**src/rtl/hfl_pkg.sv**
```systemverilog
// ----------------------------------------------------------------------------
// hfl_pkg: shared types and constants of the header field locator
// Register indexes, status codes, byte constants and the cell status bundle.
// ----------------------------------------------------------------------------
package hfl_pkg;

    localparam int MAX_PATTERN_BYTES = 8;
    localparam int MAX_PAYLOAD_BYTES = 2048;

    localparam int IDX_W  = 12;
    localparam int OUT_W  = 11;
    localparam logic [IDX_W-1:0] IDX_MAX = 12'hFFF;
    localparam int OUT_MAX_INT = (MAX_PAYLOAD_BYTES - 1) < 2047 ? (MAX_PAYLOAD_BYTES - 1) : 2047;
    localparam logic [OUT_W-1:0] OUT_MAX = OUT_W'(OUT_MAX_INT);

    localparam logic [7:0] CH_CR = 8'h0D;
    localparam logic [7:0] CH_LF = 8'h0A;
    localparam logic [2:0] HDR_END_STATE = 3'd4;

    localparam logic [63:0] PATTERN_RESET = 64'h0000_0000_2054_4547;
    localparam logic [3:0]  PLEN_RESET    = 4'd4;
    localparam logic [7:0]  TERM_RESET    = 8'h0D;

    typedef enum logic [1:0] {
        REG_PATTERN_BYTES   = 2'd0,
        REG_PATTERN_LENGTH  = 2'd1,
        REG_TERMINATOR_BYTE = 2'd2,
        REG_UNUSED          = 2'd3
    } reg_index_t;

    typedef enum logic [1:0] {
        ST_NOT_FOUND  = 2'd0,
        ST_FOUND      = 2'd1,
        ST_INCOMPLETE = 2'd2
    } status_t;

    // What one cell reports to the top level in each cycle
    typedef struct packed {
        logic       hit;
        logic [7:0] cand;
    } cell_stat_t;

    // Fold ASCII upper case to lower case
    function automatic logic [7:0] fold_case(input logic [7:0] c);
        logic [7:0] r;
        r = c;
        if (c >= 8'h41 && c <= 8'h5A)
            r = c + 8'h20;
        return r;
    endfunction

endpackage

```
**src/rtl/header_field_locator.sv**
```systemverilog
// ----------------------------------------------------------------------------
// header_field_locator: pattern search over a header byte stream
// Finds a configured pattern before the blank line that ends the header and
// measures the field value that follows it up to a terminator byte.
// ----------------------------------------------------------------------------
// Usage:
//   Input channel (in_valid/in_ready) carries one payload byte per transfer,
//   with last_byte set on the final byte. Output channel (out_valid/out_ready)
//   carries exactly one result per payload: status, value_offset and
//   value_length, produced by the transfer of the byte marked last.
//   Configuration channel (cfg_valid/cfg_ready) writes pattern_bytes,
//   pattern_length or terminator_byte; cfg_ready is always high. Write only
//   while no payload is in flight.
//   Throughput: one byte per cycle unless a result waits on out_ready. The
//   comparison window is a row of eight cells that shift one byte per
//   transfer, so every byte is handled in the cycle it is accepted.
//   Result: the result appears in the output register in the cycle after the
//   last byte is accepted.
//   Stall: while a result waits and out_ready is low, in_ready is low; the
//   transfer that takes the result frees the block in the same cycle.
//   Reset: configuration registers return to their defaults (pattern "GET ", length 4,
//   terminator CR) and all per-payload state clears.
// ----------------------------------------------------------------------------
module header_field_locator
    import hfl_pkg::*;
(
    input  logic        clk,
    input  logic        rst_n,
    input  logic        in_valid,
    output logic        in_ready,
    input  logic [7:0]  data_byte,
    input  logic        last_byte,
    output logic        out_valid,
    input  logic        out_ready,
    output logic [1:0]  status,
    output logic [10:0] value_offset,
    output logic [10:0] value_length,
    input  logic        cfg_valid,
    output logic        cfg_ready,
    input  logic [1:0]  cfg_index,
    input  logic [63:0] cfg_data
);

    localparam int NUM_CELLS = MAX_PATTERN_BYTES;

    // Configuration registers
    logic [63:0] pattern_reg;
    logic [3:0]  plen_reg;
    logic [7:0]  term_reg;

    // Per-payload state
    logic [IDX_W-1:0] byte_index_reg, byte_index_next;
    logic [2:0]       blank_reg, blank_next;
    logic             hdr_end_reg, hdr_end_next;
    logic             match_reg, match_next;
    logic [OUT_W-1:0] offset_reg, offset_next;
    logic [OUT_W-1:0] count_reg, count_next;
    logic             closed_reg, closed_next;
    logic             prefix_ok_reg, prefix_ok_next;

    // Result register
    logic             out_valid_reg, out_valid_next;
    logic [1:0]       status_reg, status_next;
    logic [OUT_W-1:0] out_off_reg, out_off_next;
    logic [OUT_W-1:0] out_len_reg, out_len_next;

    logic             in_xfer;
    logic             clear_xfer;
    logic [2:0]       plen_m1;
    logic [7:0]       byte_chain [NUM_CELLS];
    cell_stat_t       cell_stat  [NUM_CELLS];
    logic [NUM_CELLS-1:0] hit_vec;
    logic [7:0]       cand_byte;
    logic             window_eq;
    logic             short_payload;
    logic             cand_ok;
    logic [IDX_W:0]   n_plus1;
    logic [7:0]       prefix_pat;
    logic [1:0]       status_sel;

    assign cfg_ready  = 1'b1;
    assign in_ready   = !out_valid_reg || out_ready;
    assign in_xfer    = in_valid && in_ready;
    assign clear_xfer = in_xfer && last_byte;

    // Clamp the pattern length into 1..8 and keep it as length minus one
    always_comb
    begin
        if (plen_reg == 4'd0)
            plen_m1 = 3'd0;
        else if (plen_reg > 4'(MAX_PATTERN_BYTES))
            plen_m1 = 3'(MAX_PATTERN_BYTES - 1);
        else
            plen_m1 = 3'(plen_reg - 4'd1);
    end

    // Configuration writes
    always_ff @(posedge clk or negedge rst_n)
    begin
        if (!rst_n)
        begin
            pattern_reg <= PATTERN_RESET;
            plen_reg    <= PLEN_RESET;
            term_reg    <= TERM_RESET;
        end
        else if (cfg_valid && cfg_ready)
        begin
            unique case (reg_index_t'(cfg_index))
                REG_PATTERN_BYTES:   pattern_reg <= cfg_data;
                REG_PATTERN_LENGTH:  plen_reg    <= cfg_data[3:0];
                REG_TERMINATOR_BYTE: term_reg    <= cfg_data[7:0];
                default:             ;
            endcase
        end
    end

    // Window of recent bytes: cell i sees the byte i places back
    assign byte_chain[0] = data_byte;

    genvar gi;
    generate
        for (gi = 0; gi < NUM_CELLS; gi++)
        begin : g_cell
            if (gi < NUM_CELLS - 1)
            begin : g_link
                hfl_cell u_cell (
                    .clk      (clk),
                    .rst_n    (rst_n),
                    .shift_en (in_xfer),
                    .clear    (last_byte),
                    .cell_pos (3'(gi)),
                    .pattern  (pattern_reg),
                    .plen_m1  (plen_m1),
                    .in_byte  (byte_chain[gi]),
                    .out_byte (byte_chain[gi+1]),
                    .stat     (cell_stat[gi])
                );
            end
            else
            begin : g_tail
                hfl_cell u_cell (
                    .clk      (clk),
                    .rst_n    (rst_n),
                    .shift_en (in_xfer),
                    .clear    (last_byte),
                    .cell_pos (3'(gi)),
                    .pattern  (pattern_reg),
                    .plen_m1  (plen_m1),
                    .in_byte  (byte_chain[gi]),
                    .out_byte (),
                    .stat     (cell_stat[gi])
                );
            end
        end
    endgenerate

    // Gather the cell reports
    always_comb
    begin
        cand_byte = 8'h00;
        for (int i = 0; i < NUM_CELLS; i++)
        begin
            hit_vec[i] = cell_stat[i].hit;
            cand_byte  = cand_byte | cell_stat[i].cand;
        end
    end

    assign window_eq     = &hit_vec;
    assign short_payload = byte_index_reg <= IDX_W'(plen_m1);
    assign cand_ok       = byte_index_reg >= IDX_W'(plen_m1);
    assign n_plus1       = {1'b0, byte_index_reg} + (IDX_W+1)'(1);
    assign prefix_pat    = pattern_reg[{byte_index_reg[2:0], 3'b000} +: 8];

    // Per-byte update of the search state
    always_comb
    begin
        byte_index_next = byte_index_reg;
        blank_next      = blank_reg;
        hdr_end_next    = hdr_end_reg;
        match_next      = match_reg;
        offset_next     = offset_reg;
        count_next      = count_reg;
        closed_next     = closed_reg;
        prefix_ok_next  = prefix_ok_reg;

        if (in_xfer)
        begin
            // Track the caseless prefix for short payloads
            if (short_payload && fold_case(data_byte) != fold_case(prefix_pat))
                prefix_ok_next = 1'b0;

            // Measure the field value after a match
            if (match_reg && !closed_reg)
            begin
                if (data_byte == term_reg)
                    closed_next = 1'b1;
                else if (count_reg < OUT_MAX)
                    count_next = count_reg + OUT_W'(1);
            end

            // Check the candidate start for the blank line, then for the pattern
            if (cand_ok && !hdr_end_reg && !match_reg)
            begin
                if (cand_byte == CH_CR)
                    blank_next = blank_reg[0] ? 3'd0 : blank_reg + 3'd1;
                else if (cand_byte == CH_LF)
                    blank_next = blank_reg[0] ? blank_reg + 3'd1 : 3'd0;
                else
                    blank_next = 3'd0;

                if (blank_next >= HDR_END_STATE)
                    hdr_end_next = 1'b1;
                else if (window_eq)
                begin
                    match_next  = 1'b1;
                    offset_next = (n_plus1 > (IDX_W+1)'(OUT_MAX)) ? OUT_MAX
                                                                : n_plus1[OUT_W-1:0];
                end
            end

            if (byte_index_reg < IDX_MAX)
                byte_index_next = byte_index_reg + IDX_W'(1);
        end
    end

    // Pick the outcome of the payload
    always_comb
    begin
        if (short_payload)
            status_sel = prefix_ok_next ? ST_INCOMPLETE : ST_NOT_FOUND;
        else if (match_next)
            status_sel = closed_next ? ST_FOUND : ST_INCOMPLETE;
        else
            status_sel = ST_NOT_FOUND;
    end

    // Load the result register on the last byte, drop it when taken
    always_comb
    begin
        out_valid_next = out_valid_reg && !out_ready;
        status_next    = status_reg;
        out_off_next   = out_off_reg;
        out_len_next   = out_len_reg;
        if (clear_xfer)
        begin
            out_valid_next = 1'b1;
            status_next    = status_sel;
            if (status_sel == ST_FOUND)
            begin
                out_off_next = offset_next;
                out_len_next = count_next;
            end
            else
            begin
                out_off_next = '0;
                out_len_next = '0;
            end
        end
    end

    always_ff @(posedge clk or negedge rst_n)
    begin
        if (!rst_n)
        begin
            byte_index_reg <= '0;
            blank_reg      <= '0;
            hdr_end_reg    <= 1'b0;
            match_reg      <= 1'b0;
            offset_reg     <= '0;
            count_reg      <= '0;
            closed_reg     <= 1'b0;
            prefix_ok_reg  <= 1'b1;
            out_valid_reg  <= 1'b0;
        end
        else
        begin
            out_valid_reg <= out_valid_next;
            if (clear_xfer)
            begin
                byte_index_reg <= '0;
                blank_reg      <= '0;
                hdr_end_reg    <= 1'b0;
                match_reg      <= 1'b0;
                offset_reg     <= '0;
                count_reg      <= '0;
                closed_reg     <= 1'b0;
                prefix_ok_reg  <= 1'b1;
            end
            else
            begin
                byte_index_reg <= byte_index_next;
                blank_reg      <= blank_next;
                hdr_end_reg    <= hdr_end_next;
                match_reg      <= match_next;
                offset_reg     <= offset_next;
                count_reg      <= count_next;
                closed_reg     <= closed_next;
                prefix_ok_reg  <= prefix_ok_next;
            end
        end
    end

    // Result payload holds without reset
    always_ff @(posedge clk)
    begin
        status_reg  <= status_next;
        out_off_reg <= out_off_next;
        out_len_reg <= out_len_next;
    end

    assign out_valid    = out_valid_reg;
    assign status       = status_reg;
    assign value_offset = out_off_reg;
    assign value_length = out_len_reg;

endmodule

```
**src/rtl/hfl_cell.sv**
```systemverilog
// ----------------------------------------------------------------------------
// hfl_cell: one window cell of the header field locator
// Holds one recent byte, compares the byte at its window place with the
// pattern byte that lines up with it, and hands the byte to its neighbor.
// ----------------------------------------------------------------------------
module hfl_cell
    import hfl_pkg::*;
(
    input  logic        clk,
    input  logic        rst_n,
    input  logic        shift_en,
    input  logic        clear,
    input  logic [2:0]  cell_pos,
    input  logic [63:0] pattern,
    input  logic [2:0]  plen_m1,
    input  logic [7:0]  in_byte,
    output logic [7:0]  out_byte,
    output cell_stat_t  stat
);

    logic [7:0] byte_reg;
    logic [7:0] byte_next;
    logic [2:0] pat_idx;
    logic [7:0] pat_byte;

    // Pick the pattern byte that aligns with this window place
    assign pat_idx  = plen_m1 - cell_pos;
    assign pat_byte = pattern[{pat_idx, 3'b000} +: 8];

    // Places beyond the pattern always agree; the oldest place gives the candidate
    assign stat.hit  = (cell_pos > plen_m1) || (in_byte == pat_byte);
    assign stat.cand = (cell_pos == plen_m1) ? in_byte : 8'h00;

    // Advance on each transfer, drop to zero at payload end
    always_comb
    begin
        byte_next = byte_reg;
        if (shift_en)
            byte_next = clear ? 8'h00 : in_byte;
    end

    always_ff @(posedge clk or negedge rst_n)
    begin
        if (!rst_n)
            byte_reg <= 8'h00;
        else
            byte_reg <= byte_next;
    end

    assign out_byte = byte_reg;

endmodule

```
**config.mk**
```make
export PLATFORM = sky130hd
export DESIGN_NAME = header_field_locator
export DESIGN_NICKNAME = d
export VERILOG_FILES = /design/src/rtl/hfl_pkg.sv /design/src/rtl/header_field_locator.sv /design/src/rtl/hfl_cell.sv
export SDC_FILE = /design/constraint.sdc
export NUM_CORES = 1
export LEC_CHECK = 0
export ABC_CLOCK_PERIOD_IN_PS = 4500
export BUFFER_PORTS_ARGS = -buffer_cell sky130_fd_sc_hd__buf_2
export CORE_MARGIN = 1
export CORE_UTILIZATION = 48
export DETAILED_ROUTE_END_ITERATION = 6
export GPL_TIMING_DRIVEN = 1
export PLACE_DENSITY_LB_ADDON = 0.3
export SYNTH_ARGS = -nofsm -noshare
export SYNTH_HDL_FRONTEND = slang
export SYNTH_SLANG_ARGS = --single-unit
```
**constraint.sdc**
```tcl
create_clock -name clk -period 4.5 [get_ports clk]
set_input_delay 0.675 -clock clk [delete_from_list [all_inputs] [get_ports clk]]
set_output_delay 0.675 -clock clk [all_outputs]
set_load 0.1 [all_outputs]
```
==> flow_summary.yaml, run 1 <==
synth:
  synth_compound_area_share_pct: 17.7
  netlist_instances: 1475
  synth_area_per_cell_sq_um: 9.37
  synth_cell_types: 90
  yosys_warnings: 0
  synth-seq-cells: 198
  muxShareOfSynthArea_pct: 15.7
  synth_fa_ha_area_share_pct: 2.08
  ys_seq_area_share_pct: 36.9
  synth_top_family_by_area: "compound AO/OA/AOI/OAI gates"
  syn_nets: 1574
  synthSimpleGateAreaFrac_pct: 15.9
  syn_area_sq_um: 13800
  async_reset_ff_share_pct: 87.9
  synth-main-ff-cell: "dfrtp_1"
  synth_xor_area_share_pct: 7.59
  synth_edf_count: 24
cells_and_area:
  largest_register_ffs: 64
  area_delta_synth_final_pct: 14.2
  final_core_util_pct: 56.2
  antennaDiodeCount: 0
  drive_above_1_share_pct: 24.9
  finalNetCount: 1695
  fin_area_sq_um: 15800
pwr:
  p_sw_share_pct: 45.1
  p_leak_nw: 6.65
  pwr-share-comb_pct: 53.7
  intPower_mw: 4.74
  pwr-share-clk_pct: 17.6
  power_density_nw_per_um2: 547
  sequentialPowerShare_pct: 28.8
  vdd_ir_drop_max_mv: 0.416
  power.switching_mw: 3.90
clock_network:
  cts_hold_buf: 0
  cts_tree: "built"
  cts_sinks: 198
  cts-buffers-inserted: 17
  clk_latency_ns: 0.47
  postCtsSetupRepairBufs: 0
  h-tree-depth: 4
  path_clk_slew_ns: 0.07
  cts_buffer_depth: 2
  clockRootBuffer: "clkbuf_16"
floorplanning:
  ios: 107
  die_area_sq_um: 29500
  core_area_sq_um: 28100
  die_x_microns: 172
  die_h_microns: 172
  start_util_pct: 49.2
  rows: 61
global_route:
  grt_pass1_wl_microns: 75700
  antenna_found_initial: 0
  grt_use_total_pct: 35.4
  grt_max_degree: 107
  grt_pass1_vias: 12100
  grt_overflow_total: 0
critical_path:
  startpoint_type: "register"
  cp_max_fo: 22
  cp.arrival_ns: 4.60
  required_ns: 4.81
  endpoint_kind: "register"
  critPathKind: "register to register"
sta:
  slew_headroom_pct: 36.7
  fin_worst_skew_ns: 0.0155
  fmax_ghz: 0.233
  hold_viol: 0
  setup_viol: 0
  fin_crit_ns: 4.29
  setup_tns_ns: 0
  finalMaxSlewViolations: 0
  fin_crit_sh_pct: 95.3
  worst_slack_ns: 0.212
  tightestPinTransition_ns: 0.950
placement:
  post-place-ws_ns: 0.161
  portBuffers: 105
  placed_cell_area_sq_um: 15200
  gp_congestion: 1.10
  dp_hpwl_microns: 37700
status:
  status: "complete, no violations"
drt:
  wl_per_cell_microns: 25.5
  viasPerCell: 6.40
  antenna_left: 0
  drtPass1Iterations: 5
  drc: 0
  vias: 12700
  drt_iter0_markers: 1430
  drt-total-wl_microns: 50700
worst_hold_path:
  hp-class: "input port to asynchronous set/reset pin"
flow_run:
  maxCapViolCount: 0
==> timing repair <==
item,4_1_cts,5_1_grt
resized for setup,0,14
setup endpoints to repair,0,34
endpoints found under the hold margin,0,0
==> through the flow <==
stage	total power [mW]	hold slack (ns)	std cells
5_1_grt	9.00	0.367	1987
4_1_cts	8.42	0.328	1987
3_5_place_dp	6.89	0.482	1955
2_1_floorplan	5.36	0.379	1475
3_3_place_gp	6.88	0.482	1955
6_report	8.64	0.260	1987
==> routing by layer <==
metal,GRT usage [%],vias to the layer above,share of wire [%]
met2,53.0,764,44
met3,9.00,207,9.4
met5,0,-,0
met1,45.5,6088,40
met4,22.8,0,6.7
li1,-,5657,-
==> path summary, 6_finish.rpt <==
| path | from | end | slack, ns | cells after the start |
|---|---|---|---|---|
| max | plen_reg[0]$_DFFE_PN0P_ | value_offset[8]$_SDFFCE_PP0P_ | 0.21 | 17 |
| min | rst_n | g_cell[3].g_link.u_cell.out_byte[5]$_DFFE_PN0P_ | 0.26 | 1 |
| max reg2reg | plen_reg[0]$_DFFE_PN0P_ | value_offset[8]$_SDFFCE_PP0P_ | 0.21 | 17 |
| min reg2reg | prefix_ok_reg$_DFF_PN1_ | prefix_ok_reg$_DFF_PN1_ | 0.49 | 2 |
| max in group asynchronous | rst_n | offset_reg[3]$_DFF_PN0_ | 3.25 | 2 |
| min in group clk | cfg_data[51] | pattern_reg[51]$_DFFE_PN0P_ | 0.44 | 3 |
==> logic make-up after synthesis <==
group	Yosys count
AO/OA/AOI/OAI	352
XOR/XNOR	119
adder cells (fa/ha/maj)	24
buffers and inverters	134
flip-flops	198
multiplexers	175
other	1
AND/OR/NAND/NOR	472
==> power by group through the flow <==
stage          combinational (mW)  sequential, mW  clock, mW
2_1_floorplan                3.05            2.31          0
3_3_place_gp                 4.39            2.49          0
3_5_place_dp                 4.40            2.50          0
4_1_cts                      4.41            2.46       1.55
5_1_grt                      4.90            2.49       1.61
6_report                     4.64            2.49       1.52
==> cells in the mapped netlist (33+ instances only) <==
library cell	instances	area, sq um
nand2_1	215	807
dfrtp_1	158	3950
nor2_1	96	360
o21ai_0	93	465
mux2_2	80	901
mux2i_1	70	701
xnor2_1	68	596
clkbuf_1	62	233
xor2_1	50	438
a21oi_1	38	190
o22ai_1	36	225
nand3_1	33	165
==> final cells by class <==
| type | count | area [sq um] |
|---|---|---|
| Fill cell | 2621 | 12300 |
| Multi-Input combinational cell | 1143 | 8210 |
| Sequential cell | 198 | 5090 |
| Timing Repair Buffer | 207 | 1320 |
| Tap cell | 378 | 473 |
| Clock buffer | 19 | 443 |
| Clock inverter | 13 | 134 |
| Inverter | 29 | 109 |
==> worst max-delay path, stage by stage, from the launching register on <==
cell and delay, ns:
dfrtp_1 0.36, inv_2 0.05, ha_1 0.34, buf_4 0.22, or2_2 0.33, maj3_1 0.54
o22ai_1 0.21, nor3_1 0.12, or3_1 0.32, a21oi_1 0.14, nor3_1 0.08, o41ai_2 0.34
buf_4 0.17, and4_1 0.29, buf_4 0.16, nand4b_4 0.11, buf_12 0.18, o21ai_1 0.14
==> cell usage in the layout, fill, tap and decap left out, types with 12 or more instances in the layout <==
cell / Yosys / layout
xor2_1: 50 / 50
mux4_2: 25 / 25
dfstp_2: 16 / 16
nor4_1: 14 / 12
buf_4: 11 / 100
xnor2_1: 68 / 68
nand2b_1: 14 / 14
a21oi_1: 38 / 38
o21ai_1: 12 / 12
buf_2: 20 / 104
dfrtp_1: 158 / 158
mux2_2: 80 / 80
a22oi_1: 16 / 16
nand4_1: 12 / 12
nor3_1: 22 / 22
nand2_1: 215 / 214
clkbuf_16: 0 / 17
nand3_1: 33 / 33
nor2_1: 96 / 96
inv_1: 25 / 24
o22ai_1: 36 / 36
edfxtp_1: 24 / 24
o21ai_0: 93 / 93
ha_1: 19 / 18
mux2i_1: 70 / 70
a22o_1: 17 / 17
(Power assumes the default switching activity.)
==> run 2: changes to the inputs <==
--- a/config.mk
+++ b/config.mk
@@ -12,6 +12,7 @@
 export DETAILED_ROUTE_END_ITERATION = 6
 export GPL_TIMING_DRIVEN = 1
 export PLACE_DENSITY_LB_ADDON = 0.3
+export REMOVE_ABC_BUFFERS = 1
 export SYNTH_ARGS = -nofsm -noshare
 export SYNTH_HDL_FRONTEND = slang
 export SYNTH_SLANG_ARGS = --single-unit
==> run 2 against run 1 <==
The run now ends with design-rule violations left. Utilization is 0.12 points lower. Worst hold slack worse by 0.0090 ns. Clock power is 11% higher. Global-route usage is 1.8 points lower. Largest power group unchanged. Clock-buffer cell count is 2 lower.
==> flow_summary.yaml, run 2 (synthesized netlist as in run 1, its figures left out) <==
sta:
  finalMaxSlewViolations: 0
  tightestPinTransition_ns: 0.965
  fin_crit_ns: 4.39
  setup_viol: 0
  hold_viol: 0
  fin_worst_skew_ns: 0.0175
  fin_crit_sh_pct: 97.6
  setup_tns_ns: 0
  fmax_ghz: 0.228
  slew_headroom_pct: 34.8
  rsz0062_at_grt: "false"
floorplanning:
  start_util_pct: 49.2
  die_area_sq_um: 29500
  die_x_microns: 172
  ios: 107
  core_area_sq_um: 28100
  rows: 61
  die_h_microns: 172
global_route:
  grtUsageMet1_pct: 45.3
  grt_use_total_pct: 33.7
  grt_pass1_vias: 12000
  grt-busiest-layer: "met2"
  antenna_found_initial: 0
  grt_overflow_total: 0
  grt_pass1_wl_microns: 73200
  met3_usage_pct: 6.12
  use_met2_pct: 51.3
  grt_max_degree: 110
cells_and_area:
  layout_commonest_cell: "nand2_1"
  layout_common_cells: "214 x nand2_1, 158 x dfrtp_1, 104 x buf_2, 96 x nor2_1, 93 x o21ai_0"
  multi_input_area_sq_um: 8180
  finalNetCount: 1685
  largest_register_ffs: 64
  antennaDiodeCount: 0
  area_delta_synth_final_pct: 13.9
  final_cells: 1977
  drive_above_1_share_pct: 24.0
  fill_cells: 2570
  seq_area_sq_um: 5090
pwr:
  vdd_ir_drop_max_mv: 0.340
  power_density_nw_per_um2: 549
  p_leak_nw: 6.62
drt:
  drt-total-wl_microns: 47900
  vias: 12600
  viasPerCell: 6.37
  drtPass1Iterations: 7
  wl_per_cell_microns: 24.2
  antenna_left: 0
  drt_iter0_markers: 1355
  drc: 3
clock_network:
  cts_hold_buf: 0
  path_clk_slew_ns: 0.08
  cts-buffers-inserted: 17
  cts_sinks: 198
  clk_latency_ns: 0.47
  cts_tree: "built"
  cts_buffer_depth: 2
  clockRootBuffer: "clkbuf_16"
  h-tree-depth: 4
critical_path:
  cp_max_fo: 17
  startpoint_type: "register"
  endpoint_kind: "register"
  cp.arrival_ns: 4.67
  required_ns: 4.78
  critPathKind: "register to register"
status:
  status: "complete, but fails checks"
  violations: "design-rule violations"
placement:
  gp_congestion: 1.01
  dp_hpwl_microns: 36100
  portBuffers: 105
  placed_cells: 1943
flow_run:
  maxCapViolCount: 0
worst_hold_path:
  hp-class: "input port to asynchronous set/reset pin"
-- run 2: layout make-up --
| type | count | share of cell area, % |
|---|---|---|
| sequential | 198 | 32.3 |
| timing repair buffer | 197 | 8.00 |
| multi-input combinational | 1143 | 51.9 |
| tap | 378 | 3.00 |
| clock inverter | 15 | 1.32 |
| inverter | 29 | 0.691 |
| clock buffer | 17 | 2.70 |
-- run 2: report_power, final --
| group | switching [mW] | leakage, nW | internal (mW) |
|---|---|---|---|
| clock network | 0.819 | 0.310 | 0.859 |
| logic | 2.58 | 3.86 | 1.95 |
| registers | 0.423 | 2.45 | 2.01 |
-- run 2: repair_timing --
item,4_1_cts,5_1_grt
buffers inserted,0,2
setup endpoints to repair,0,28
gates resized for setup,0,6
-- run 2: layer usage --
layer,wire length [microns],vias up
met4,2460,0
met2,21600,675
li1,-,5634
met1,19800,6153
met3,4100,141
met5,0,-
-- run 2: path summary, 6_finish.rpt --
kind	from	end	slack (ns)	depth (start not counted)
hold reg to reg	prefix_ok_reg$_DFF_PN1_	prefix_ok_reg$_DFF_PN1_	0.50	2
max in group asynchronous	rst_n	prefix_ok_reg$_DFF_PN1_	3.26	2
hold / removal	rst_n	pattern_reg[26]$_DFFE_PN0P_	0.25	1
setup reg to reg	plen_reg[0]$_DFFE_PN0P_	value_length[7]$_SDFFCE_PP0P_	0.11	13
setup / recovery	plen_reg[0]$_DFFE_PN0P_	value_length[7]$_SDFFCE_PP0P_	0.11	13
min in group clk	cfg_data[50]	pattern_reg[50]$_DFFE_PN0P_	0.41	3
-- run 2: stage by stage --
stage	utilization (%)	power (mW)	instance area, sq um	hold WS (ns)	worst slack, ns
after floorplan	-	5.24	13300	0.379	-1.78
after global placement	53.7	6.83	15100	0.490	0.157
after detailed placement	53.7	6.85	15100	0.491	0.0972
after CTS	55.9	8.53	15700	0.288	0.0670
after global routing	56.1	9.04	15800	0.323	0.00822
final	56.1	8.65	15800	0.251	0.109
-- run 2: worst max-delay path, cell delays in order, from the launching register on --
cell,delay (ns)
dfrtp_1,0.37
inv_2,0.04
ha_1,0.32
buf_4,0.21
buf_4,0.18
nor2_1,0.49
inv_1,0.24
a32oi_1,0.52
xor2_1,0.12
a2111oi_0,0.42
a31oi_1,0.28
a2111oi_4,0.55
a31oi_4,0.25
nor4_1,0.22
